$ cat config.mk
export PLATFORM = sky130hd
export DESIGN_NAME = wve_mac
export DESIGN_NICKNAME = d
export VERILOG_FILES = /design/src/wve_pkg.sv /design/src/wve_mac.sv
export SDC_FILE = /design/constraint.sdc
export NUM_CORES = 2
export LEC_CHECK = 0
export ABC_CLOCK_PERIOD_IN_PS = 19110
export BUFFER_PORTS_ARGS = -buffer_cell sky130_fd_sc_hd__buf_2
export CORE_AREA = 2 2 244 246
export DETAILED_ROUTE_END_ITERATION = 8
export DIE_AREA = 0 0 246 248
export GPL_TIMING_DRIVEN = 1
export PLACE_DENSITY_LB_ADDON = 0.12
export REMOVE_ABC_BUFFERS = 1
export SLEW_MARGIN = 30
export SYNTH_ARGS = -nofsm -noshare
export SYNTH_HDL_FRONTEND = slang
export SYNTH_SLANG_ARGS = --single-unit
export TNS_END_PERCENT = 50
$ cat constraint.sdc
create_clock -name clock -period 19.11 [get_ports clock]
set_input_delay 2.8665 -clock clock [delete_from_list [all_inputs] [get_ports clock]]
set_output_delay 2.8665 -clock clock [all_outputs]
set_load 0.005 [all_outputs]
$ cat src/wve_pkg.sv
// Shared types, widths and codes for the wind vector estimator.
package wve_pkg;

   // Shared multiply-accumulate unit
   localparam int MUL_W  = 27;
   localparam int PROD_W = 2 * MUL_W;
   localparam int ACC_W  = 60;
   localparam int SHL_N  = 16;

   // Shared square-root unit
   localparam int SQ_IN_W  = 52;
   localparam int SQ_OUT_W = SQ_IN_W / 2;

   // Shared divider unit
   localparam int DIV_N_W = 31;
   localparam int DIV_D_W = 17;

   // Register indexes
   localparam logic [1:0] CSR_TIMEOUT = 2'd0;
   localparam logic [1:0] CSR_TURN    = 2'd1;
   localparam logic [1:0] CSR_MARGIN  = 2'd2;
   localparam logic [1:0] CSR_GAIN    = 2'd3;

   // Register reset values
   localparam logic [15:0] TIMEOUT_RST = 16'd1000;
   localparam logic [15:0] TURN_RST    = 16'd3277;
   localparam logic [14:0] MARGIN_RST  = 15'd5120;
   localparam logic [15:0] GAIN_RST    = 16'd1638;

   // Outcome codes
   localparam logic [1:0] OUT_REBASE = 2'd0;
   localparam logic [1:0] OUT_SMALL  = 2'd1;
   localparam logic [1:0] OUT_REJECT = 2'd2;
   localparam logic [1:0] OUT_BLEND  = 2'd3;

   typedef struct packed {
      logic                    valid;
      logic                    clr;
      logic                    neg;
      logic                    shl;
      logic signed [MUL_W-1:0] a;
      logic signed [MUL_W-1:0] b;
   } mac_cmd_type;

   typedef struct packed {
      logic               start;
      logic [SQ_IN_W-1:0] x;
   } sqrt_req_type;

   typedef struct packed {
      logic               start;
      logic [DIV_N_W-1:0] dividend;
      logic [DIV_D_W-1:0] divisor;
   } div_req_type;

endpackage

$ cat src/wve_mac.sv
// Shared multiply-accumulate unit: registered product, then accumulate.
module wve_mac (
   input  logic                              clock,
   input  logic                              reset,
   input  wve_pkg::mac_cmd_type              cmd,
   output logic signed [wve_pkg::ACC_W-1:0]  acc
);
   import wve_pkg::*;

   logic signed [PROD_W-1:0] p_ff;
   logic                     vld_ff, clr_ff, neg_ff, shl_ff;
   logic signed [ACC_W-1:0]  acc_ff, acc_in, p_ext, term, base;

   // Register the product and its accumulate controls
   always_ff @(posedge clock) begin
      p_ff   <= cmd.a * cmd.b;
      clr_ff <= cmd.clr;
      neg_ff <= cmd.neg;
      shl_ff <= cmd.shl;
      if (reset) begin
         vld_ff <= 1'b0;
      end else begin
         vld_ff <= cmd.valid;
      end
   end

   // Add or subtract the product, optionally shifted up
   always_comb begin
      p_ext  = ACC_W'(p_ff);
      term   = shl_ff ? (p_ext <<< SHL_N) : p_ext;
      base   = clr_ff ? '0 : acc_ff;
      acc_in = neg_ff ? (base - term) : (base + term);
   end

   always_ff @(posedge clock) begin
      if (vld_ff) begin
         acc_ff <= acc_in;
      end
   end

   assign acc = acc_ff;

endmodule

==> out/results.md <==
Worst setup path
* 10720 ps — arrival time at the worst endpoint
* 19460 ps — required arrival time at the worst endpoint
* register — critical path endpoint category
* primary input — category of the worst setup path launch point
* 12710 ps — slack of the worst reg-to-reg path
* 19 — r2r worst-path depth
* 27 — largest fanout on the critical path
* in -> reg — path type of the worst setup path
* shl_ff — Critical R2R Launch
* acc[52] — endpoint of the most critical register-to-register path

Floorplanning
* 0.595 — starting utilization of the core area
* 120 — total I/O pin count
* 246 um — Horiz. Die Dim
* 89 — number of placement rows
* 61000 um2 — die footprint
* 58500 um2 — standard cell core area
* 248 um — vertical die dimension

Global route
* 0 — global-route congestion overflow total
* 0.296 — all-layer global routing usage
* 0 — number of antenna violations at the first check in global routing
* 92 — largest net degree at the start of global routing
* 27367 — via count of the first global-routing pass
* 142 mm — first-pass GRT wire length

CTS
* 0 — CTS-repair resized insts
* 4 — H-tree depth
* sky130_fd_sc_hd__clkbuf_16 — buffer cell driving the clock tree root
* 430 ps — Clock Latency Late Sink
* 0 — hold buffer count at cts
* 0 — buffers inserted by post-CTS timing repair
* 60 ps — post-CTS clock slew at the launch and capture registers of the worst setup and hold paths
* built — clock tree from TritonCTS
* 17 — cts bufs inserted
* 2 — clock buffer depth
* 118 — clock sink total

Cells and area
* 27900 um2 — multi-input logic area
* 4.24% — Layout area overhead
* 4596 — Layout Cells excl Fill
* 5170 — Filler cells
* 0 — ant diodes
* 2970 um2 — sequential cell area in the final layout
* 0.0471 — fraction of layout instances using a drive strength above 1
* 4850 — net count reported at finish

Placed design
* 119 — Port-buffer cells
* 8280 ps — worst slack at placement
* 0.893 — routability cong.
* 69.5 mm — DP Wirelength
* 4564 — # placed instances

Synthesis
* 34800 um2 — Synth Cell Area
* 0 — yosys synthesis warning count
* 0.439 — portion of synthesized cell area occupied by the leading cell type
* 118 — number of synthesized register bits
* sky130_fd_sc_hd__fa_1 (44%), sky130_fd_sc_hd__inv_1 (9.1%), sky130_fd_sc_hd__ha_1 (7.8%) — ranking of synthesized cells by area
* 0 — async set or reset register ratio after synthesis
* 3842 — Post-Syn Instances
* sky130_fd_sc_hd__inv_1 — most common cell in the synthesized netlist
* sky130_fd_sc_hd__inv_1 (846), sky130_fd_sc_hd__fa_1 (762), sky130_fd_sc_hd__nand2_1 (473) — most numerous cell types in the synthesized netlist
* sky130_fd_sc_hd__fa_1 — most area-hungry cell type in the Yosys netlist
* 9.05 um2 — post-synthesis average cell area
* 71 — number of distinct library cells after synthesis
* 60 — number of enable flip-flop cells after synthesis
* sky130_fd_sc_hd__edfxtp_1 — most instantiated flip-flop cell in the synthesis netlist
* 0.0852 — post-synthesis sequential area ratio

Timing
* no — unrepaired setup endpoints after global routing
* 0.372 — relative max-transition margin
* 0 — final-report setup violation count
* 0 — Final Hold Fails
* 10370 ps — post-route minimum period
* 0 — Max Slew Vio Count
* 8740 ps — final worst-path setup slack
* 12.3 ps — Post-Route Skew
* 941 ps — pin slew with the least headroom to its limit
* 0 ps — total negative setup slack
* 0.0964 GHz — fmax
* 0.543 — final worst-path cycle share

Run
* 0 — max-capacitance violation count

Routing
* 85.1 mm — total wire length after detailed routing
* 0 — number of nets with antenna violations after routing
* 1605 — violation count after the first detailed-route iteration
* 18.5 um — wire length per cell after detailed routing
* 0 — DRC Markers
* 25412 — routed vias
* 5 — count of TritonRoute iterations in the first routing pass
* 5.53 — detail-routed via count per cell

Hold path
* acc[0] — Worst Hold Endpoint
* reg -> reg — Hold Crit Class
* 3 — worst hold stages
* acc[0] — min-delay src

Outcome
* finished, final reports clean — result of the run

[stage by stage]
step | utilization | hold WS [ps] | cell area, um2
2_1_floorplan | - | 784 | 34100
3_3_place_gp | 0.611 | 786 | 35700
3_5_place_dp | 0.611 | 795 | 35700
4_1_cts | 0.620 | 807 | 36200
5_1_grt | 0.620 | 841 | 36200
6_report | 0.620 | 795 | 36200
[state kept, by name (all words and copies together) (netlist names)]
name    cells
acc        60
clr_ff      1
neg_ff      1
p_ff       54
shl_ff      1
vld_ff      1
[worst max path at each step]
stage	start	to	depth (start not counted)
6_report	cmd[3]	p_ff[51]	24
5_1_grt	cmd[0]	p_ff[51]	24
4_1_cts	cmd[0]	p_ff[51]	24
3_5_place_dp	cmd[0]	p_ff[51]	24
3_3_place_gp	cmd[0]	p_ff[51]	24
2_1_floorplan	cmd[53]	p_ff[51]	23
[layout make-up]
class | count | share of cell area
flip-flops and latches | 118 | 0.0820
repair buffers | 124 | 0.0176
inverters | 847 | 0.0877
multi-input cells | 2702 | 0.771
clock buffers | 21 | 0.0127
well taps | 773 | 0.0267
clock inverters | 11 | 0.00204
[cell families after synthesis]
family | Yosys count | share of synthesized area
AOI/OAI and AO/OA | 420 | 0.0785
xor gates and xnor gates | 164 | 0.0415
adders and majority gates | 980 | 0.517
buffers and inverters | 1022 | 0.111
DFF | 118 | 0.0852
muxes | 33 | 0.00961
and+or+nand+nor | 1105 | 0.157
[worst max-delay path, cell delays in order]
cell	delay, ps
sky130_fd_sc_hd__buf_2	460
sky130_fd_sc_hd__nand2_1	180
sky130_fd_sc_hd__inv_1	170
sky130_fd_sc_hd__fa_1	540
sky130_fd_sc_hd__fa_1	800
sky130_fd_sc_hd__inv_1	280
sky130_fd_sc_hd__fa_1	750
sky130_fd_sc_hd__inv_1	250
sky130_fd_sc_hd__fa_1	510
sky130_fd_sc_hd__fa_1	560
sky130_fd_sc_hd__fa_1	430
sky130_fd_sc_hd__fa_1	450
sky130_fd_sc_hd__ha_1	390
sky130_fd_sc_hd__a21oi_1	250
sky130_fd_sc_hd__nor2b_1	100
sky130_fd_sc_hd__o21a_1	190
sky130_fd_sc_hd__o21ai_0	150
sky130_fd_sc_hd__o211ai_1	110
sky130_fd_sc_hd__a21o_1	220
sky130_fd_sc_hd__or3_1	310
sky130_fd_sc_hd__nor3_1	310
sky130_fd_sc_hd__o31ai_1	120
sky130_fd_sc_hd__a21oi_1	180
sky130_fd_sc_hd__xnor2_1	150
[cells in the final DEF, fill, tap and decap left out, types with 7 or more instances in the layout]
| cell | netlist | layout |
|---|---|---|
| sky130_fd_sc_hd__inv_1 | 846 | 846 |
| sky130_fd_sc_hd__fa_1 | 762 | 762 |
| sky130_fd_sc_hd__nand2_1 | 473 | 473 |
| sky130_fd_sc_hd__and2_1 | 307 | 307 |
| sky130_fd_sc_hd__ha_1 | 218 | 218 |
| sky130_fd_sc_hd__a21oi_1 | 137 | 137 |
| sky130_fd_sc_hd__buf_2 | 5 | 119 |
| sky130_fd_sc_hd__nor2_1 | 108 | 108 |
| sky130_fd_sc_hd__xnor2_1 | 90 | 90 |
| sky130_fd_sc_hd__nor2b_1 | 75 | 75 |
| sky130_fd_sc_hd__xor2_1 | 73 | 73 |
| sky130_fd_sc_hd__a21o_1 | 67 | 67 |
| sky130_fd_sc_hd__o21ai_0 | 66 | 66 |
| sky130_fd_sc_hd__edfxtp_1 | 60 | 60 |
| sky130_fd_sc_hd__dfxtp_1 | 58 | 54 |
| sky130_fd_sc_hd__nand2b_1 | 30 | 30 |
| sky130_fd_sc_hd__mux2i_1 | 30 | 30 |
| sky130_fd_sc_hd__nor3_1 | 28 | 28 |
| sky130_fd_sc_hd__a31oi_1 | 26 | 26 |
| sky130_fd_sc_hd__o21a_1 | 22 | 22 |
| sky130_fd_sc_hd__nand3_1 | 21 | 21 |
| sky130_fd_sc_hd__clkbuf_16 | 0 | 17 |
| sky130_fd_sc_hd__and3_1 | 16 | 16 |
| sky130_fd_sc_hd__nand4_1 | 14 | 14 |
| sky130_fd_sc_hd__o21bai_1 | 14 | 14 |
| sky130_fd_sc_hd__o211ai_1 | 9 | 9 |
| sky130_fd_sc_hd__o31ai_1 | 9 | 9 |
| sky130_fd_sc_hd__a211oi_1 | 8 | 8 |
| sky130_fd_sc_hd__or3_1 | 7 | 7 |
[metal layers]
metal,share of wire,vias up,track usage
met1,0.41,13000,0.382
met2,0.51,733,0.537
met3,0.050,124,0.0308
met5,0,-,0
li1,-,11555,-
met4,0.023,0,0.0695
Power is left out: the tool's default activity adds up to more than one toggle a clock period on the data nets, which glitch-free logic cannot reach.
