==> config.mk <==
export PLATFORM = sky130hd
export DESIGN_NAME = wve_sqrt
export DESIGN_NICKNAME = d
export VERILOG_FILES = /design/src/wve_pkg.sv /design/src/wve_sqrt.sv
export SDC_FILE = /design/constraint.sdc
export NUM_CORES = 1
export LEC_CHECK = 0
export BUFFER_PORTS_ARGS = -buffer_cell sky130_fd_sc_hd__buf_2
export CAP_MARGIN = 20
export CORE_AREA = 2 2 149 151
export CTS_CLUSTER_SIZE = 10
export DETAILED_ROUTE_END_ITERATION = 6
export DIE_AREA = 0 0 151 153
export HOLD_SLACK_MARGIN = 0.02
export SYNTH_ARGS = -nofsm -noshare
export SYNTH_HDL_FRONTEND = slang
export SYNTH_SLANG_ARGS = --single-unit
==> constraint.sdc <==
create_clock -name clock -period 4.83 [get_ports clock]
set_clock_uncertainty 0.15 [all_clocks]
set_input_delay 0.483 -clock clock [delete_from_list [all_inputs] [get_ports clock]]
set_output_delay 0.483 -clock clock [all_outputs]
set_load 0.02 [all_outputs]
==> src/wve_pkg.sv <==
// Shared types, widths and codes for the wind vector estimator.
package wve_pkg;

   // Shared multiply-accumulate unit
   localparam int MUL_W  = 27;
   localparam int PROD_W = 2 * MUL_W;
   localparam int ACC_W  = 60;
   localparam int SHL_N  = 16;

   // Shared square-root unit
   localparam int SQ_IN_W  = 52;
   localparam int SQ_OUT_W = SQ_IN_W / 2;

   // Shared divider unit
   localparam int DIV_N_W = 31;
   localparam int DIV_D_W = 17;

   // Register indexes
   localparam logic [1:0] CSR_TIMEOUT = 2'd0;
   localparam logic [1:0] CSR_TURN    = 2'd1;
   localparam logic [1:0] CSR_MARGIN  = 2'd2;
   localparam logic [1:0] CSR_GAIN    = 2'd3;

   // Register reset values
   localparam logic [15:0] TIMEOUT_RST = 16'd1000;
   localparam logic [15:0] TURN_RST    = 16'd3277;
   localparam logic [14:0] MARGIN_RST  = 15'd5120;
   localparam logic [15:0] GAIN_RST    = 16'd1638;

   // Outcome codes
   localparam logic [1:0] OUT_REBASE = 2'd0;
   localparam logic [1:0] OUT_SMALL  = 2'd1;
   localparam logic [1:0] OUT_REJECT = 2'd2;
   localparam logic [1:0] OUT_BLEND  = 2'd3;

   typedef struct packed {
      logic                    valid;
      logic                    clr;
      logic                    neg;
      logic                    shl;
      logic signed [MUL_W-1:0] a;
      logic signed [MUL_W-1:0] b;
   } mac_cmd_type;

   typedef struct packed {
      logic               start;
      logic [SQ_IN_W-1:0] x;
   } sqrt_req_type;

   typedef struct packed {
      logic               start;
      logic [DIV_N_W-1:0] dividend;
      logic [DIV_D_W-1:0] divisor;
   } div_req_type;

endpackage

==> src/wve_sqrt.sv <==
// Shared floor square root, one result bit per cycle.
module wve_sqrt (
   input  logic                            clock,
   input  logic                            reset,
   input  wve_pkg::sqrt_req_type           req,
   output logic                            done,
   output logic [wve_pkg::SQ_OUT_W-1:0]    root
);
   import wve_pkg::*;

   localparam int CNT_W = $clog2(SQ_OUT_W);
   localparam logic [CNT_W-1:0] LAST = CNT_W'(SQ_OUT_W - 1);

   logic [SQ_IN_W-1:0]  x_ff;
   logic [SQ_OUT_W+1:0] rem_ff;
   logic [SQ_OUT_W-1:0] root_ff;
   logic [CNT_W-1:0]    cnt_ff;
   logic                busy_ff, done_ff;
   logic [SQ_OUT_W+3:0] rem_sh, trial, diff;
   logic                ge;

   // Bring down two bits and try the next root bit
   always_comb begin
      rem_sh = {rem_ff, x_ff[SQ_IN_W-1 -: 2]};
      trial  = {2'b00, root_ff, 2'b01};
      ge     = (rem_sh >= trial);
      diff   = rem_sh - trial;
   end

   // Advance the control
   always_ff @(posedge clock) begin
      if (reset) begin
         busy_ff <= 1'b0;
         done_ff <= 1'b0;
         cnt_ff  <= '0;
      end else begin
         done_ff <= 1'b0;
         if (req.start) begin
            busy_ff <= 1'b1;
            cnt_ff  <= '0;
         end else if (busy_ff) begin
            cnt_ff <= cnt_ff + 1'b1;
            if (cnt_ff == LAST) begin
               busy_ff <= 1'b0;
               done_ff <= 1'b1;
            end
         end
      end
   end

   // Shift the operand and build the root
   always_ff @(posedge clock) begin
      if (req.start) begin
         x_ff    <= req.x;
         rem_ff  <= '0;
         root_ff <= '0;
      end else if (busy_ff) begin
         x_ff    <= x_ff << 2;
         rem_ff  <= ge ? diff[SQ_OUT_W+1:0] : rem_sh[SQ_OUT_W+1:0];
         root_ff <= {root_ff[SQ_OUT_W-2:0], ge};
      end
   end

   assign done = done_ff;
   assign root = root_ff;

endmodule

==> impl_results.md, run 1 <==
* PortBufs at 81
* Crit path capture type: register
* Area contributors post-synth: edfxtp_1 (25%), dfxtp_1 (19%), mux2_2 (8.9%)
* Drt via density at around 4.8
* Commonest cells post-synth: nor2_1 (76), dfxtp_1 (61), edfxtp_1 (52), mux2_2 (50), nand2_1 (50)
* Synthesis-to-finish area growth at 19.60%
* CTS tree: yes
* Final hold vios at 0
* Highest routed layer: met5
* CTS resizes at 0
* Post-synth top flop: dfxtp_1
* Critical-path cell list: inv_1 > ha_1 > a21oi_4 > nand2_1 > o31a_1 > o2111a_2 > o41ai_4 > and2_1 > buf_4 > nand2_1 > a311oi_1
* Distinct cell type count after synthesis at 60
* Final WL at about 14000 um
* Root Driver: clkbuf_16
* CTS Sinks at approximately 110
* Post-synth EDFFs at 52
* Met2 wire len at approximately 6300 um
* Net Count, Synth at 714
* DP HPWL at 9942 um
* Setup TNS at 0 ps
* Maximum clock insertion buffer count at 2
* DR pass1 iterations at 5
* CP peak stage delay at 620 ps
* Initial antenna violation count at 3
* Clock Pin Slew Worst Setup and Hold Paths at 60 ps
* H-tree depth at 4
* Seq/Total Area, Yosys at 43.89%
* Unrepaired setup endpoints after global routing: no
* Routed wl met3 at roughly 1000 um
* Die Ht at 153 um
* Worst slew margin at 37.80%
* Clk pwr share at 36.2%
* R2r worst-path depth at 11
* CP max-delay cell: and2_1
* Startpoint types: register
* Fin nets at 783
* Max-cap violation count at 0
* CTS Hold Buffers Added at 0
* HP Class: input pin to register
* Comb pwr share at 32.1%
* Worst Path Required at 4990 ps
* Synth warnings at 0
* Final Setup Violations at 0
* Post-route design area at 7582 um2
* RD Place Congestion at around 0.82
* Static Leak at 3.032 nW
* Setup CP Type: register to register
* Worst Hold Depth at 2
* Total track usage at 13.10%
* Largest net degree at the start of global routing at 74
* Count leader, synth: nor2_1
* Post-CTS Setup Bufs at 0
* Fill cells at 2219
* Clk_lat worst skew at 420 ps
* Mapped Cells at between 600 and 700
* Switching Share at approximately a third
* #FFs+latches synth at ~110
* Sequential share of power at 31.7%
* Via count at 4766
* Row count at 54
* Die ar. at 23100 um2
* Tcrit/Tclk final at 77.34%
* DRC marker count from the first detailed-route iteration at 284
* Share of cells above drive strength 1 at between 20% and 30%
* Crit-path max FO at 15
* Worst EP arrival at between 3000 and 4000 ps
* Power Density at 486.9 nW/um2
* Synthesized cell area at about 6300 um2
* Wl on met1 at 6796 um
* Maximum vdd drop at 0.2678 mV
* GRT Residual Overflow at 0
* Least-Margin Pin Slew at 933.0 ps
* Synth top area share at between 20 and 25%
* Drt wl/cell at 14.47 um
* Final routed DRC violation total at 0
* Synth area leader: edfxtp_1
* Die X at 151 um
* Internal Power at 2.429 mW
* Fmax at 267.7 MHz
* NetSw at 1.263 mW
* Final min period at 3736 ps
* CTS buffer count at 17
* Routed Antenna Nets at 0
* Outcome: completed
* Most common cell on crit path: nand2_1
* Final Util at 35.29%
* Ys async rst share at 0%
* Global-route wire length before repair at about 24000 um
* Post-DP Area at 6937 um2
* Vias in the first global route at 4809
* Initial core utilization at 29.51%
* Ports at 82
* Final Max Tran Viols at 0
* Syn Area/Cell at 10.08 um2
* Core area at 21490 um2
layout make-up:
cell class                      instances  area [um2]  share of cell area (%)
Tap cell                              280       350.3                   4.620
Inverter                               37       138.9                   1.832
Clock inverter                         15       197.7                   2.607
Multi-Input combinational cell        444        3231                   42.61
Timing Repair Buffer                   85       450.4                   5.941
Antenna cell                            1       2.502                 0.03300
Clock buffer                           17       425.4                   5.611
Sequential cell                       113        2786                   36.75
placed cells by master (no fill, tap or decap), types with 4 or more instances in the layout:
cell type	synthesis	final
xnor2_1	16	16
a21oi_1	32	32
clkbuf_16	0	17
a311oi_2	15	15
buf_2	5	80
o21ai_0	17	17
nand2_1	50	50
nand2_2	7	7
nor3_1	12	12
a21o_1	9	9
a211oi_1	8	8
nand3_1	11	11
ha_1	30	30
or3_1	5	5
dfxtp_1	61	60
inv_1	37	36
a31oi_1	5	5
xor2_1	8	8
nand4_1	8	8
buf_4	0	4
inv_6	0	5
nand2b_1	7	7
and2_1	6	6
mux2i_1	26	26
nor2_1	76	76
edfxtp_1	52	52
mux2_2	50	50
metal layers:
metal / GRT usage, % / vias up
met5: 0 / -
met4: 3.916 / 4
met3: 5.403 / 17
met2: 19.81 / 112
met1: 17.10 / 2225
li1: - / 2408
state kept, by name, summed over array words and instances (netlist names):
name and flops:
cnt_ff 5, x_ff 52, rem_ff 28, busy_ff 1
root 26, done 1
critical path, delay by kind of cell (launching register included):
kind,cells,cell delay (ps)
AO/OA/AOI/OAI,5,1510
AND/OR/NAND/NOR,3,770
adder cells (fa/ha/maj),1,430
buffers and inverters,2,410
flip-flops,1,360
power by group through the flow:
stage          Combinational (mW)  Clock, mW  Sequential (mW)
6_report                     1.18       1.34             1.17
4_1_cts                      1.19       1.37             1.17
3_5_place_dp                 1.18          0             1.19
5_1_grt                      1.32       1.41             1.18
3_3_place_gp                 1.18          0             1.19
2_1_floorplan               0.994          0             1.16
final timing paths:
check                   from         end  slack (ps)
setup reg to reg    root[10]  rem_ff[24]        1090
hold reg to reg   rem_ff[24]  rem_ff[26]         350
setup / recovery    root[10]  rem_ff[24]        1090
hold / removal         reset     busy_ff          80
cell families (layout without fill, tap and decap cells):
group	after synthesis	count (layout)	synth area share, %
xor+xnor	24	24	3.316
mux	76	76	12.99
simple gates	196	196	14.11
flops	113	113	43.89
other cells	0	1	0
compound gates	118	118	14.62
buf+inv	72	154	5.151
fa+ha+maj	30	30	5.921
stage by stage:
step | cells | setup WS [ps] | hold slack, ps | total power [mW]
after floorplan | 629 | 1773 | 300.6 | 2.159
after global placement | 958 | 1222 | 332.3 | 2.370
after detailed placement | 958 | 1104 | 348.3 | 2.367
after CTS | 990 | 1081 | 60.82 | 3.724
after global routing | 991 | 797.4 | 65.40 | 3.920
final | 992 | 1094 | 75.48 | 3.692
Note: power is estimated with default switching activity, not from simulation.
==> inputs of run 2 (changes only) <==
==> constraint.sdc (replaced) <==
create_clock -name clock -period 3.7 [get_ports clock]
set_clock_uncertainty 0.15 [all_clocks]
set_input_delay 0.37 -clock clock [delete_from_list [all_inputs] [get_ports clock]]
set_output_delay 0.37 -clock clock [all_outputs]
set_load 0.02 [all_outputs]
==> run 2 against run 1 <==
Register-to-register slack lost 670 ps. Largest cell class unchanged. Die area is the same. Sequential share of layout area is essentially flat.
==> impl_results.md, run 2 (synthesized netlist as in run 1, its figures left out) <==
* Total track usage at 13.07% (-0.033 points)
* CTS Sinks at 113 (unchanged)
* Final min period at 3274 ps (-461.7 ps)
* Clock Pin Slew Worst Setup and Hold Paths at 60 ps (about the same)
* Unrepaired setup endpoints after global routing: no
* PortBufs at 81 (unchanged)
* Sequential share of power at 32.3% (+0.6 points)
* Crit-path max FO at 27 (+12)
* Switching Share at 34.97% (+0.77 points)
* Worst slew margin at 44.47% (+6.7 points)
* Die Ht at 153 um (unchanged)
* Die ar. at 23100 um2 (unchanged)
* Maximum vdd drop at 0.3141 mV (+17%)
* Final Setup Violations at 0 (unchanged)
* Crit path capture type: register
* Least-Margin Pin Slew at 826.5 ps (-106.5 ps)
* Maximum clock insertion buffer count at 2 (unchanged)
* Core area at 21490 um2 (unchanged)
* Largest net degree at the start of global routing at 107 (+45%)
* Routed Antenna Nets at 0 (unchanged)
* Pwr Total at 4.719 mW (+28%)
* Most frequent cells in the layout: buf_2 (80), nor2_1 (76), dfxtp_1 (60), edfxtp_1 (52)
* Global-route wire length before repair at 24030 um (-0.66%)
* Clk_lat worst skew at 420 ps (about the same)
* Drt wl/cell at 14.33 um (-0.93%)
* Tcrit/Tclk final at 88.49% (+11 points)
* CP peak stage delay at 480 ps (-140 ps)
* H-tree depth at 4 (unchanged)
* Worst Hold Depth at 2 (unchanged)
* Startpoint types: register
* Power Density at 621.7 nW/um2 (+28%)
* Comb pwr share at 33.8% (+1.7 points)
* Final routed DRC violation total at 0 (unchanged)
* GRT Residual Overflow at 0 (unchanged)
* Critical-path cell list: inv_1 > ha_1 > nand4_1 > nor3_1 > a2bb2oi_1 > o2111a_2 > o41ai_4 > and2_1 > buf_12 > or3_1 > a311oi_2
* CTS buffer count at 17 (unchanged)
* Worst Path Required at 3880 ps (-1110 ps)
* Initial antenna violation count at 3 (unchanged)
* Internal Power at 3.069 mW (+26%)
* Share of cells above drive strength 1 at 28.21% (+0.36 points)
* R2r worst-path depth at 11 (unchanged)
* DP HPWL at 10080 um (+1.4%)
* Most flops, register: x_ff
* Ports at 82 (unchanged)
* Row count at 54 (unchanged)
* CTS tree: yes
* Max-cap violation count at 0 (unchanged)
* DR pass1 iterations at 4 (-1)
* Static Leak at 3.019 nW (-0.41%)
* CP max-delay cell: ha_1
* Vias in the first global route at 4804 (-0.10%)
* Fmax at 305.4 MHz (+14%)
* NetSw at 1.650 mW (+31%)
* Setup CP Type: register to register
* Outcome: completed
* Die X at 151 um (unchanged)
* HP Class: input pin to register
* Synthesis-to-finish area growth at 19.74%
* Clk pwr share at 33.9% (-2.3 points)
* RD Place Congestion at 0.8446 (+2.8%)
* Fin nets at 788 (+0.64%)
* Setup TNS at 0 ps (unchanged)
* Via count at 4767 (+0.021%)
* Final WL at 14300 um (-0.33%)
* DRC marker count from the first detailed-route iteration at 258 (-9.2%)
* Max reg flops at 52 (unchanged)
* Initial core utilization at 29.51% (unchanged)
* Root Driver: clkbuf_16
* Drt via density at 4.777 (-0.58%)
* Worst hold margin at 83.06 ps (+7.583 ps)
* Worst EP arrival at 3450 ps (-450 ps)
* Most common cell after layout, fill and taps aside: buf_2
* Final Max Tran Viols at 0 (unchanged)
* Final Util at 35.33% (+0.041 points)
* Final hold vios at 0 (unchanged)
[run 2: final timing paths]
path	from	end	slack [ps]
max	root[10]	rem_ff[6]	430
min	req[1]	x_ff[1]	80
max reg2reg	root[10]	rem_ff[6]	430
min reg2reg	rem_ff[26]	rem_ff[26]	350
[run 2: per-layer routing]
metal	vias up	global-route usage [%]	share of wire [%]
met4	4	5.251	1.4
met3	20	5.552	7.1
met5	-	0	0.17
met2	108	19.87	45
met1	2210	16.29	46
li1	2425	-	-
[run 2: timing repair]
action	4_1_cts	5_1_grt
setup buffers	0	0
endpoints found under the hold margin	1	0
gates resized for setup	0	0
hold buffers	1	0
setup endpoints to repair	0	0
[run 2: final cells by class]
| cell class | instances | area, um2 |
|---|---|---|
| antenna | 2 | 5.005 |
| clock buffer | 17 | 425.4 |
| clock inverter | 15 | 151.4 |
| fill | 2189 | 13890 |
| inverter | 37 | 138.9 |
| multi-input combinational | 444 | 3231 |
| sequential | 113 | 2786 |
| tap | 280 | 350.3 |
| timing repair buffer | 90 | 503.0 |
[run 2: critical path: cells and delay by family, from the launching register on]
kind / cells / cell delay [ps]
AOI/OAI and AO/OA: 4 / 940
adders and majority gates: 1 / 480
DFF: 1 / 370
buffers and inverters: 2 / 240
and+or+nand+nor: 4 / 1000
[run 2: power by group through the flow]
stage               logic, mW  clock network, mW  registers [mW]
CTS                      1.60               1.64            1.53
finish                   1.59               1.60            1.53
global placement         1.58                  0            1.55
floorplan                1.30                  0            1.52
detailed placement       1.59                  0            1.55
global route             1.80               1.70            1.54
[run 2: per-stage QoR]
stage               worst slack (ps)  cell area [um2]  std cells
floorplan                      643.4             6340        629
global placement               608.5             6999        963
detailed placement             474.5             6999        963
CTS                            472.8             7586        996
global route                   229.1             7586        996
finish                         426.0             7591        998
