===== src/wve_pkg.sv =====
// Shared types, widths and codes for the wind vector estimator.
package wve_pkg;

   // Shared multiply-accumulate unit
   localparam int MUL_W  = 27;
   localparam int PROD_W = 2 * MUL_W;
   localparam int ACC_W  = 60;
   localparam int SHL_N  = 16;

   // Shared square-root unit
   localparam int SQ_IN_W  = 52;
   localparam int SQ_OUT_W = SQ_IN_W / 2;

   // Shared divider unit
   localparam int DIV_N_W = 31;
   localparam int DIV_D_W = 17;

   // Register indexes
   localparam logic [1:0] CSR_TIMEOUT = 2'd0;
   localparam logic [1:0] CSR_TURN    = 2'd1;
   localparam logic [1:0] CSR_MARGIN  = 2'd2;
   localparam logic [1:0] CSR_GAIN    = 2'd3;

   // Register reset values
   localparam logic [15:0] TIMEOUT_RST = 16'd1000;
   localparam logic [15:0] TURN_RST    = 16'd3277;
   localparam logic [14:0] MARGIN_RST  = 15'd5120;
   localparam logic [15:0] GAIN_RST    = 16'd1638;

   // Outcome codes
   localparam logic [1:0] OUT_REBASE = 2'd0;
   localparam logic [1:0] OUT_SMALL  = 2'd1;
   localparam logic [1:0] OUT_REJECT = 2'd2;
   localparam logic [1:0] OUT_BLEND  = 2'd3;

   typedef struct packed {
      logic                    valid;
      logic                    clr;
      logic                    neg;
      logic                    shl;
      logic signed [MUL_W-1:0] a;
      logic signed [MUL_W-1:0] b;
   } mac_cmd_type;

   typedef struct packed {
      logic               start;
      logic [SQ_IN_W-1:0] x;
   } sqrt_req_type;

   typedef struct packed {
      logic               start;
      logic [DIV_N_W-1:0] dividend;
      logic [DIV_D_W-1:0] divisor;
   } div_req_type;

endpackage


===== src/wve_div.sv =====
// Shared unsigned restoring divider, one quotient bit per cycle.
module wve_div (
   input  logic                           clock,
   input  logic                           reset,
   input  wve_pkg::div_req_type           req,
   output logic                           done,
   output logic [wve_pkg::DIV_N_W-1:0]    quo
);
   import wve_pkg::*;

   localparam int CNT_W = $clog2(DIV_N_W);
   localparam logic [CNT_W-1:0] LAST = CNT_W'(DIV_N_W - 1);

   logic [DIV_N_W-1:0] dd_ff;
   logic [DIV_D_W-1:0] rem_ff, dv_ff;
   logic [CNT_W-1:0]   cnt_ff;
   logic               busy_ff, done_ff;
   logic [DIV_D_W:0]   rem_sh, diff;
   logic               ge;

   // Bring down one dividend bit and trial-subtract
   always_comb begin
      rem_sh = {rem_ff, dd_ff[DIV_N_W-1]};
      ge     = (rem_sh >= {1'b0, dv_ff});
      diff   = rem_sh - {1'b0, dv_ff};
   end

   // Advance the control
   always_ff @(posedge clock) begin
      if (reset) begin
         busy_ff <= 1'b0;
         done_ff <= 1'b0;
         cnt_ff  <= '0;
      end else begin
         done_ff <= 1'b0;
         if (req.start) begin
            busy_ff <= 1'b1;
            cnt_ff  <= '0;
         end else if (busy_ff) begin
            cnt_ff <= cnt_ff + 1'b1;
            if (cnt_ff == LAST) begin
               busy_ff <= 1'b0;
               done_ff <= 1'b1;
            end
         end
      end
   end

   // Shift quotient bits in where dividend bits leave
   always_ff @(posedge clock) begin
      if (req.start) begin
         dd_ff  <= req.dividend;
         dv_ff  <= req.divisor;
         rem_ff <= '0;
      end else if (busy_ff) begin
         dd_ff  <= {dd_ff[DIV_N_W-2:0], ge};
         rem_ff <= ge ? diff[DIV_D_W-1:0] : rem_sh[DIV_D_W-1:0];
      end
   end

   assign done = done_ff;
   assign quo  = dd_ff;

endmodule


===== config.mk =====
export PLATFORM = sky130hd
export DESIGN_NAME = wve_div
export DESIGN_NICKNAME = d
export VERILOG_FILES = /design/src/wve_pkg.sv /design/src/wve_div.sv
export SDC_FILE = /design/constraint.sdc
export NUM_CORES = 1
export LEC_CHECK = 0
export BUFFER_PORTS_ARGS = -buffer_cell sky130_fd_sc_hd__buf_2
export CAP_MARGIN = 10
export CORE_UTILIZATION = 35
export CTS_BUF_LIST = sky130_fd_sc_hd__clkbuf_2 sky130_fd_sc_hd__clkbuf_4 sky130_fd_sc_hd__clkbuf_8
export DETAILED_ROUTE_END_ITERATION = 16
export GPL_TIMING_DRIVEN = 0
export MAX_ROUTING_LAYER = met4
export PLACE_DENSITY = 0.7
export SLEW_MARGIN = 20
export SYNTH_ARGS = -nofsm -noshare
export SYNTH_HDL_FRONTEND = slang
export SYNTH_SLANG_ARGS = --single-unit

===== constraint.sdc =====
create_clock -name clock -period 2.2 [get_ports clock]
set_input_delay 0.11 -clock clock [delete_from_list [all_inputs] [get_ports clock]]
set_output_delay 0.11 -clock clock [all_outputs]
set_load 0.1 [all_outputs]

==> report_table.html, run 1 <==
<table>
<tr><th>Metric</th><th>Value</th></tr>
<tr><th colspan="2">Layout</th></tr>
<tr><td>Multi-input gate area</td><td>roughly 0.0017 mm^2</td></tr>
<tr><td>Layout cell share with drive strength beyond 1</td><td>between 30% and 40%</td></tr>
<tr><td>Fill cells</td><td>999</td></tr>
<tr><td>Summed area of non-filler cells in the final layout</td><td>~0.0048 mm^2</td></tr>
<tr><td>Footprint of the flip-flops and latches</td><td>0.00192 mm^2</td></tr>
<tr><td>Layout-stage area growth over the synthesis result</td><td>28.3%</td></tr>
<tr><td>Antenna cell count</td><td>0</td></tr>
<tr><td>Net total in the final layout</td><td>531</td></tr>
<tr><th colspan="2">Floorplanning</th></tr>
<tr><td>Initial standard-cell utilization of the core</td><td>36.3%</td></tr>
<tr><td>Area of the placeable core</td><td>0.0104 mm^2</td></tr>
<tr><td>Std cell rows</td><td>37</td></tr>
<tr><td>Die outline height</td><td>106 um</td></tr>
<tr><td>Overall die width</td><td>approximately 110 um</td></tr>
<tr><td>Top-level I/O count</td><td>83</td></tr>
<tr><td>Die Footprint</td><td>~0.011 mm^2</td></tr>
<tr><th colspan="2">Drt</th></tr>
<tr><td>Drt wl/cell</td><td>14.7 um</td></tr>
<tr><td>Wire length reported by the detailed router</td><td>8.81 mm</td></tr>
<tr><td>Pre-antenna DRT Iters</td><td>4</td></tr>
<tr><td>DR DRC count</td><td>0</td></tr>
<tr><td>Remaining number of nets flagged by the antenna check after routing</td><td>0</td></tr>
<tr><td>Via-to-Cell Ratio</td><td>between 4 and 5</td></tr>
<tr><td>Number of design-rule violations left by the first detailed-router iteration</td><td>about 150</td></tr>
<tr><td>DR vias</td><td>2991</td></tr>
<tr><th colspan="2">Synth</th></tr>
<tr><td>Cell type with the largest total area after synthesis</td><td>sky130_fd_sc_hd__edfxtp_1</td></tr>
<tr><td>Share of Yosys cell area claimed by the top area cell type</td><td>between 30% and 40%</td></tr>
<tr><td>Number of warnings issued by yosys</td><td>0</td></tr>
<tr><td>Number of storage elements in the synthesis netlist</td><td>72</td></tr>
<tr><td>Share of synthesized registers carrying an async set or reset</td><td>0%</td></tr>
<tr><td>Synth Cell Area</td><td>between 0.003 and 0.004 mm^2</td></tr>
<tr><td>Count of unique library cells instantiated by Yosys</td><td>45</td></tr>
<tr><td>Post-synthesis average cell area</td><td>11.1 um^2</td></tr>
<tr><td>Post-Synthesis Cells</td><td>roughly 340</td></tr>
<tr><td>Most used standard cell by instance count after synthesis</td><td>sky130_fd_sc_hd__edfxtp_1</td></tr>
<tr><td>Net count after synthesis</td><td>409</td></tr>
<tr><td>Number of enable-type register cells in the synthesized netlist</td><td>48</td></tr>
<tr><td>Sequential element share of the synthesized area</td><td>around 51%</td></tr>
<tr><td>Most used DFF post-synth</td><td>sky130_fd_sc_hd__edfxtp_1</td></tr>
<tr><td>Commonest cells in the netlist</td><td>sky130_fd_sc_hd__edfxtp_1 (48), sky130_fd_sc_hd__mux2_2 (30), sky130_fd_sc_hd__nand2_1 (29)</td></tr>
<tr><td>Synth top area cells</td><td>sky130_fd_sc_hd__edfxtp_1 (38%), sky130_fd_sc_hd__dfxtp_1 (13%), sky130_fd_sc_hd__mux2_2 (9.0%)</td></tr>
<tr><th colspan="2">Clocking</th></tr>
<tr><td>CTS root buffer</td><td>sky130_fd_sc_hd__clkbuf_8</td></tr>
<tr><td>Maximum clock path buffer count</td><td>2</td></tr>
<tr><td>Clock-pin slew of the registers on the worst-case setup and hold paths</td><td>0.09 ns</td></tr>
<tr><td>Clock latency at the later pin of the worst-skew pair</td><td>0.34 ns</td></tr>
<tr><td>CTS tree</td><td>yes</td></tr>
<tr><td>Number of buffers created by CTS</td><td>9</td></tr>
<tr><td>Number of clock sinks</td><td>a little over 70</td></tr>
<tr><td>Total number of H-tree levels</td><td>3</td></tr>
<tr><th colspan="2">Placed design</th></tr>
<tr><td>DP Area</td><td>around 0.0043 mm^2</td></tr>
<tr><td>Total half-perimeter wirelength after legalization and detailed placement</td><td>6.17 mm</td></tr>
<tr><td>GP Congestion</td><td>0.853</td></tr>
<tr><td>Port Buf Inserts</td><td>82</td></tr>
<tr><th colspan="2">Timing</th></tr>
<tr><td>Setup-failing EPs final</td><td>18</td></tr>
<tr><td>Final cycle utilization of the critical path</td><td>110%</td></tr>
<tr><td>Max_slew headroom</td><td>63.5%</td></tr>
<tr><td>Final hold violations</td><td>0</td></tr>
<tr><td>Minimum clock period</td><td>2.43 ns</td></tr>
<tr><td>Clock tree skew after final layout</td><td>between 0.01 and 0.015 ns</td></tr>
<tr><td>Transition at the pin with the smallest max-transition slack</td><td>~0.54 ns</td></tr>
<tr><td>Max-slew violation count</td><td>0</td></tr>
<tr><td>WHS</td><td>0.0644 ns</td></tr>
<tr><td>RSZ-0062 raised after global routing</td><td>yes</td></tr>
<tr><td>Final setup slack of the worst path</td><td>-0.228 ns</td></tr>
<tr><td>Peak Freq</td><td>about 410 MHz</td></tr>
<tr><th colspan="2">Power</th></tr>
<tr><td>Max IR drop VDD</td><td>454 uV</td></tr>
<tr><td>Cell area power density</td><td>723 mW/mm^2</td></tr>
<tr><td>Leakage</td><td>1.98 nW</td></tr>
<tr><th colspan="2">GRT</th></tr>
<tr><td>Total global routing track utilization</td><td>16.9%</td></tr>
<tr><td>Largest net degree at the start of global routing</td><td>23</td></tr>
<tr><td>Number of global-route vias before repair</td><td>3087</td></tr>
<tr><td>First-pass GRT wire length</td><td>14.6 mm</td></tr>
<tr><td>Remaining global-route overflow</td><td>0</td></tr>
<tr><td>Antenna violations before repair</td><td>0</td></tr>
<tr><th colspan="2">Setup path</th></tr>
<tr><td>Nature of the critical path endpoint</td><td>flip-flop</td></tr>
<tr><td>Class of the most critical setup path</td><td>flip-flop to flip-flop</td></tr>
<tr><td>Peak fanout along the critical path</td><td>10</td></tr>
<tr><td>Endpoint arrival time on the critical path</td><td>2.67 ns</td></tr>
<tr><td>Startpoint kind of the worst setup timing path</td><td>flip-flop</td></tr>
<tr><td>Required arrival time at the worst endpoint</td><td>between 2 and 2.5 ns</td></tr>
<tr><th colspan="2">Run status</th></tr>
<tr><td>Violations in the final reports</td><td>setup timing</td></tr>
<tr><td>Result of the run</td><td>finished, violations left</td></tr>
<tr><th colspan="2">Worst hold path</th></tr>
<tr><td>Path class of the lowest-slack min-delay path</td><td>primary input to flip-flop</td></tr>
<tr><th colspan="2">Flow run</th></tr>
<tr><td>Max Cap Viol</td><td>0</td></tr>
</table>
[per-stage QoR]
stage / total power, W / cells / setup WS, ns / setup TNS [ns] / util [%]
after global placement: 0.00251 / 556 / -0.394 / -14.33 / 41.9
after detailed placement: 0.00251 / 556 / -0.384 / -15.73 / 41.9
after floorplan: 0.00234 / 338 / -0.635 / -9.84 / -
final: 0.00349 / 601 / -0.228 / -3.14 / 46.5
after global routing: 0.00364 / 601 / -0.385 / -6.12 / 46.5
after CTS: 0.00350 / 599 / -0.215 / -3.06 / 46.1
[final cells by class]
| cell class | instances | area share, % |
|---|---|---|
| timing repair buffer | 110 | 14.1 |
| clock inverter | 6 | 0.907 |
| timing repair inverter | 1 | 0.156 |
| inverter | 24 | 1.94 |
| clock buffer | 10 | 2.72 |
| tap | 136 | 3.53 |
| sequential | 72 | 39.8 |
| multi-input combinational | 227 | 35.0 |
| buffer | 15 | 1.89 |
[layout by cell type, fill, tap and decap left out, drive strengths merged, types with 2 or more instances in the layout]
cell type    instances
a211oi               4
a21o                 5
a21oi               18
a311oi               2
a32oi                7
and3                 3
buf                 99
clkbuf              18
clkinv               5
clkinvlp             2
dfxtp               24
dlygate4sd3         18
edfxtp              48
ha                  19
inv                 24
mux2                30
nand2               29
nand2b               6
nand3                8
nand4                7
nor2                18
nor2b                2
nor3                 5
o211ai               7
o21a                 2
o21ai               20
o311ai               2
or2                  2
xnor2               12
xor2                 5
[flip-flops by register name (all words and copies together) (netlist names)]
register and flops:
busy_ff 1, quo 31, cnt_ff 5, dv_ff 17, rem_ff 17, done 1
[critical path: stages, from the launching register on]
cell and delay, ns:
sky130_fd_sc_hd__edfxtp_1 0.39, sky130_fd_sc_hd__inv_1 0.07, sky130_fd_sc_hd__ha_1 0.15, sky130_fd_sc_hd__inv_1 0.05, sky130_fd_sc_hd__fa_2 0.35, sky130_fd_sc_hd__a21o_1 0.21, sky130_fd_sc_hd__a221oi_4 0.26, sky130_fd_sc_hd__o22a_1 0.20
sky130_fd_sc_hd__a21o_1 0.14, sky130_fd_sc_hd__buf_6 0.14, sky130_fd_sc_hd__buf_8 0.15, sky130_fd_sc_hd__nand3_1 0.12, sky130_fd_sc_hd__o311ai_2 0.11
[cells by family (layout without fill, tap and decap cells)]
logic type / count (synthesis) / in the layout / share of synthesized area [%]
and+or+nand+nor: 85 / 85 / 10.7
buffers and inverters: 39 / 166 / 4.59
muxes: 31 / 31 / 9.24
AOI/OAI and AO/OA: 74 / 74 / 13.6
adders and majority gates: 20 / 20 / 6.85
xor gates and xnor gates: 17 / 17 / 3.96
DFF: 72 / 72 / 51.1
[report_power, final]
part	total [W]	leakage, nW	internal, W	switching, W
Sequential	0.00161	0.673	0.00156	0.0000486
Clock	0.000949	0.0917	0.000427	0.000522
Combinational	0.000934	1.21	0.000257	0.000678
Total	0.00349	1.98	0.00224	0.00125
[layer usage]
layer	wire length [um]	vias up	global-route usage (%)	share of wire, %
li1	-	1483	-	-
met1	4090	1392	21.8	46
met2	4140	112	26.4	47
met3	505	4	3.65	5.7
met4	69	0	5.46	0.78
met5	0	-	-	0
[worst paths after layout]
kind / start / end / slack, ns / depth (start not counted)
setup / recovery: quo[30] / rem_ff[2] / -0.23 / 12
setup reg to reg: quo[30] / rem_ff[2] / -0.23 / 12
hold reg to reg: rem_ff[3] / rem_ff[3] / 0.51 / 2
hold / removal: req[17] / quo[0] / 0.06 / 3
[timing repair]
| action | in CTS | in global routing |
|---|---|---|
| hold endpoints to repair | 18 | 0 |
| pin swaps | 2 | 2 |
| hold buffers | 18 | 0 |
| resized for setup | 5 | 3 |
| cloned | 1 | 0 |
| endpoints found under the setup margin | 49 | 26 |
| setup buffers | 8 | 2 |
No activity file was read; power rests on OpenSTA's default activity.
==> inputs of run 2 (changes only) <==
--- a/config.mk
+++ b/config.mk
@@ -5,6 +5,7 @@
 export SDC_FILE = /design/constraint.sdc
 export NUM_CORES = 1
 export LEC_CHECK = 0
+export ABC_AREA = 1
 export BUFFER_PORTS_ARGS = -buffer_cell sky130_fd_sc_hd__buf_2
 export CAP_MARGIN = 10
 export CORE_UTILIZATION = 35
@@ -12,7 +13,8 @@
 export DETAILED_ROUTE_END_ITERATION = 16
 export GPL_TIMING_DRIVEN = 0
 export MAX_ROUTING_LAYER = met4
-export PLACE_DENSITY = 0.7
+export PLACE_DENSITY = 0.69
+export SETUP_SLACK_MARGIN = 0.1
 export SLEW_MARGIN = 20
 export SYNTH_ARGS = -nofsm -noshare
 export SYNTH_HDL_FRONTEND = slang
==> run 2 against run 1 <==
The run now ends clean. First-iteration DRC count is 23% higher. Maximum frequency is 22% higher. Register-to-register slack better by 0.44 ns. Total power is 1.6% higher. Global-route usage is 0.92 points higher. Largest power group unchanged.
==> report_table.html, run 2 <==
<table>
<tr><th>Metric</th><th>Value</th></tr>
<tr><th colspan="2">Run status</th></tr>
<tr><td>Result of the run</td><td>finished, final reports clean</td></tr>
<tr><th colspan="2">Floorplanning</th></tr>
<tr><td>Die outline height</td><td>110 um (+4.2%)</td></tr>
<tr><td>Initial standard-cell utilization of the core</td><td>35.8% (-0.44 points)</td></tr>
<tr><td>Overall die width</td><td>110 um (+4.2%)</td></tr>
<tr><td>Top-level I/O count</td><td>83 (unchanged)</td></tr>
<tr><td>Die Footprint</td><td>0.0121 mm^2 (+8.6%)</td></tr>
<tr><td>Area of the placeable core</td><td>0.0114 mm^2 (+10%)</td></tr>
<tr><td>Std cell rows</td><td>39 (+5.4%)</td></tr>
<tr><th colspan="2">GRT</th></tr>
<tr><td>Remaining global-route overflow</td><td>0 (unchanged)</td></tr>
<tr><td>First-pass GRT wire length</td><td>16.0 mm (+9.7%)</td></tr>
<tr><td>Total global routing track utilization</td><td>17.8% (+0.92 points)</td></tr>
<tr><td>Antenna violations before repair</td><td>0 (unchanged)</td></tr>
<tr><td>Number of global-route vias before repair</td><td>3557 (+15%)</td></tr>
<tr><td>Largest net degree at the start of global routing</td><td>36 (+57%)</td></tr>
<tr><th colspan="2">Synth</th></tr>
<tr><td>Post-synthesis average cell area</td><td>7.77 um^2 (-30%)</td></tr>
<tr><td>Commonest cells in the netlist</td><td>sky130_fd_sc_hd__nand2_1 (212), sky130_fd_sc_hd__inv_1 (73), sky130_fd_sc_hd__nand3_1 (49)</td></tr>
<tr><td>Number of warnings issued by yosys</td><td>0 (unchanged)</td></tr>
<tr><td>Synth top area cells</td><td>sky130_fd_sc_hd__edfxtp_1 (35%), sky130_fd_sc_hd__nand2_1 (19%), sky130_fd_sc_hd__dfxtp_1 (12%)</td></tr>
<tr><td>Most used standard cell by instance count after synthesis</td><td>sky130_fd_sc_hd__nand2_1</td></tr>
<tr><td>Sequential element share of the synthesized area</td><td>47.0% (-4.1 points)</td></tr>
<tr><td>Post-Synthesis Cells</td><td>527 (+56%)</td></tr>
<tr><td>Share of Yosys cell area claimed by the top area cell type</td><td>35.2% (-3.1 points)</td></tr>
<tr><td>Synth Cell Area</td><td>0.00409 mm^2 (+8.8%)</td></tr>
<tr><td>Net count after synthesis</td><td>598 (+46%)</td></tr>
<tr><td>Number of storage elements in the synthesis netlist</td><td>72 (unchanged)</td></tr>
<tr><td>Most used DFF post-synth</td><td>sky130_fd_sc_hd__edfxtp_1</td></tr>
<tr><td>Number of enable-type register cells in the synthesized netlist</td><td>48 (unchanged)</td></tr>
<tr><td>Count of unique library cells instantiated by Yosys</td><td>28 (-38%)</td></tr>
<tr><td>Share of synthesized registers carrying an async set or reset</td><td>0% (unchanged)</td></tr>
<tr><td>Cell type with the largest total area after synthesis</td><td>sky130_fd_sc_hd__edfxtp_1</td></tr>
<tr><th colspan="2">Timing</th></tr>
<tr><td>Final cycle utilization of the critical path</td><td>90.3% (-20 points)</td></tr>
<tr><td>Max_slew headroom</td><td>50.1% (-13 points)</td></tr>
<tr><td>WHS</td><td>0.0249 ns (-0.0395 ns)</td></tr>
<tr><td>Clock tree skew after final layout</td><td>0.0102 ns (-0.00103 ns)</td></tr>
<tr><td>Setup-failing EPs final</td><td>0 (-18)</td></tr>
<tr><td>Final hold violations</td><td>0 (unchanged)</td></tr>
<tr><td>Peak Freq</td><td>503 MHz (+22%)</td></tr>
<tr><td>Minimum clock period</td><td>1.99 ns (-0.441 ns)</td></tr>
<tr><td>Transition at the pin with the smallest max-transition slack</td><td>0.748 ns (+0.204 ns)</td></tr>
<tr><td>RSZ-0062 raised after global routing</td><td>no</td></tr>
<tr><td>Max-slew violation count</td><td>0 (unchanged)</td></tr>
<tr><th colspan="2">Clocking</th></tr>
<tr><td>Number of buffers created by CTS</td><td>9 (unchanged)</td></tr>
<tr><td>Number of clock sinks</td><td>72 (unchanged)</td></tr>
<tr><td>Maximum clock path buffer count</td><td>2 (unchanged)</td></tr>
<tr><td>Clock-pin slew of the registers on the worst-case setup and hold paths</td><td>0.08 ns (about the same)</td></tr>
<tr><td>CTS root buffer</td><td>sky130_fd_sc_hd__clkbuf_8</td></tr>
<tr><td>Total number of H-tree levels</td><td>3 (unchanged)</td></tr>
<tr><td>CTS tree</td><td>yes</td></tr>
<tr><td>Clock latency at the later pin of the worst-skew pair</td><td>0.35 ns (about the same)</td></tr>
<tr><th colspan="2">Drt</th></tr>
<tr><td>Number of design-rule violations left by the first detailed-router iteration</td><td>184 (+23%)</td></tr>
<tr><td>DR vias</td><td>3688 (+23%)</td></tr>
<tr><td>Via-to-Cell Ratio</td><td>4.69 (-5.8%)</td></tr>
<tr><td>Remaining number of nets flagged by the antenna check after routing</td><td>0 (unchanged)</td></tr>
<tr><td>Wire length reported by the detailed router</td><td>9.99 mm (+13%)</td></tr>
<tr><td>Drt wl/cell</td><td>12.7 um (-13%)</td></tr>
<tr><td>DR DRC count</td><td>0 (unchanged)</td></tr>
<tr><td>Pre-antenna DRT Iters</td><td>7 (+3)</td></tr>
<tr><th colspan="2">Layout</th></tr>
<tr><td>Layout-stage area growth over the synthesis result</td><td>27.0%</td></tr>
<tr><td>Leading cell types in the layout, fill and taps excluded</td><td>sky130_fd_sc_hd__nand2_1 (210), sky130_fd_sc_hd__buf_2 (84), sky130_fd_sc_hd__inv_1 (70)</td></tr>
<tr><td>Most common library cell in the layout ignoring fill and taps</td><td>sky130_fd_sc_hd__nand2_1</td></tr>
<tr><td>Net total in the final layout</td><td>710 (+34%)</td></tr>
<tr><td>Layout cell share with drive strength beyond 1</td><td>21.0% (-12 points)</td></tr>
<tr><td>Max reg flops</td><td>31 (unchanged)</td></tr>
<tr><td>Fill cells</td><td>1150 (+15%)</td></tr>
<tr><td>Antenna cell count</td><td>0 (unchanged)</td></tr>
<tr><th colspan="2">Setup path</th></tr>
<tr><td>Beginning of the critical path</td><td>dv_ff[7]</td></tr>
<tr><td>Peak fanout along the critical path</td><td>10 (unchanged)</td></tr>
<tr><td>Class of the most critical setup path</td><td>flip-flop to flip-flop</td></tr>
<tr><td>Endpoint arrival time on the critical path</td><td>2.24 ns (-0.43 ns)</td></tr>
<tr><td>Largest stage delay on the critical path</td><td>0.37 ns (-0.02 ns)</td></tr>
<tr><td>Library cell contributing the largest single delay on the critical path</td><td>sky130_fd_sc_hd__ha_1</td></tr>
<tr><td>Cell occurring most often along the worst timing path</td><td>sky130_fd_sc_hd__nand3_1</td></tr>
<tr><td>Nature of the critical path endpoint</td><td>flip-flop</td></tr>
<tr><td>Startpoint kind of the worst setup timing path</td><td>flip-flop</td></tr>
<tr><td>CP Cell Sequence</td><td>inv_1 &gt; ha_1 &gt; nand2_2 &gt; nor2_2 &gt; nand3_1 &gt; o21bai_2 &gt; nor2_4 &gt; nand2_4 &gt; buf_8 &gt; nand3_1 &gt; nand3_1 &gt; nand2_1</td></tr>
<tr><td>Reg-to-Reg Start</td><td>dv_ff[7]</td></tr>
<tr><td>Required arrival time at the worst endpoint</td><td>2.45 ns (about the same)</td></tr>
<tr><td>Worst-case register-to-register setup slack</td><td>0.21 ns (+0.44 ns)</td></tr>
<tr><th colspan="2">Power</th></tr>
<tr><td>Max IR drop VDD</td><td>355 uV (-22%)</td></tr>
<tr><td>Cell area power density</td><td>682 mW/mm^2 (-5.6%)</td></tr>
<tr><td>Overall power of the completed layout</td><td>0.00354 W (+1.6%)</td></tr>
<tr><td>Leakage</td><td>2.63 nW (+33%)</td></tr>
<tr><th colspan="2">Flow run</th></tr>
<tr><td>Max Cap Viol</td><td>0 (unchanged)</td></tr>
<tr><th colspan="2">Placed design</th></tr>
<tr><td>GP Congestion</td><td>0.957 (+12%)</td></tr>
<tr><td>Total half-perimeter wirelength after legalization and detailed placement</td><td>7.38 mm (+20%)</td></tr>
<tr><td>Port Buf Inserts</td><td>82 (unchanged)</td></tr>
<tr><th colspan="2">Worst hold path</th></tr>
<tr><td>Path class of the lowest-slack min-delay path</td><td>primary input to flip-flop</td></tr>
<tr><td>Startpoint of the tightest hold check path</td><td>req[39]</td></tr>
</table>
==> run 2: repair_timing <==
action	4_1_cts	5_1_grt
buffers inserted	0	1
setup endpoints to repair	0	13
hold buffers	18	0
gates resized for setup	0	21
hold endpoints to repair	18	0
==> run 2: cell type report <==
class,instances,area (um^2),area share [%]
plain buffers,16,116,2.24
clock buffers,10,131,2.53
clock inverters,6,68.8,1.32
inverters,73,274,5.27
multi-input cells,366,1910,36.7
flip-flops and latches,72,1920,37.0
well taps,143,179,3.44
repair buffers,101,598,11.5
==> run 2: worst paths after layout <==
kind	to	cells after the start
setup reg to reg	rem_ff[14]	12
setup / recovery	rem_ff[14]	12
hold reg to reg	rem_ff[13]	2
hold / removal	quo[22]	3
==> run 2: critical path, delay by kind of cell, from the launching register on <==
kind,cells,cell delay (ns)
and+or+nand+nor,8,0.80
adders and majority gates,1,0.37
DFF,1,0.32
buffers and inverters,2,0.20
AOI/OAI and AO/OA,1,0.20
==> run 2: power breakdown <==
part | total [W] | switching (W) | internal, W | leakage (nW)
clock network | 0.00108 | 0.000537 | 0.000543 | 0.100
logic | 0.000872 | 0.000674 | 0.000198 | 1.85
registers | 0.00159 | 0.0000419 | 0.00155 | 0.679
total | 0.00354 | 0.00125 | 0.00229 | 2.63
==> run 2: cell families (layout without fill, tap and decap cells) <==
family	count (synthesis)	count (layout)	synth area share [%]
fa+ha+maj	20	20	6.30
compound gates	23	23	3.12
flops	72	72	47.0
buf+inv	89	206	9.14
xor+xnor	8	8	1.71
simple gates	315	315	32.8
==> run 2: per-layer routing <==
| layer | GRT usage [%] | part of all wire, % | vias to the layer above |
|---|---|---|---|
| met2 | 28.6 | 51 | 69 |
| met3 | 3.41 | 3.0 | 17 |
| met5 | - | 0 | - |
| li1 | - | - | 1889 |
| met4 | 7.89 | 2.3 | 0 |
| met1 | 21.8 | 44 | 1713 |
==> run 2: per-stage QoR <==
stage               setup TNS (ns)  instance area [um^2]  cells  util [%]  setup WS (ns)
floorplan                    -1.07                  4120    527         -         -0.119
global placement             -5.41                  4710    752      41.2         -0.172
detailed placement               0                  4710    752      41.2          0.178
CTS                              0                  5090    786      44.6          0.153
global route                     0                  5200    787      45.5         0.0914
finish                           0                  5200    787      45.5          0.213
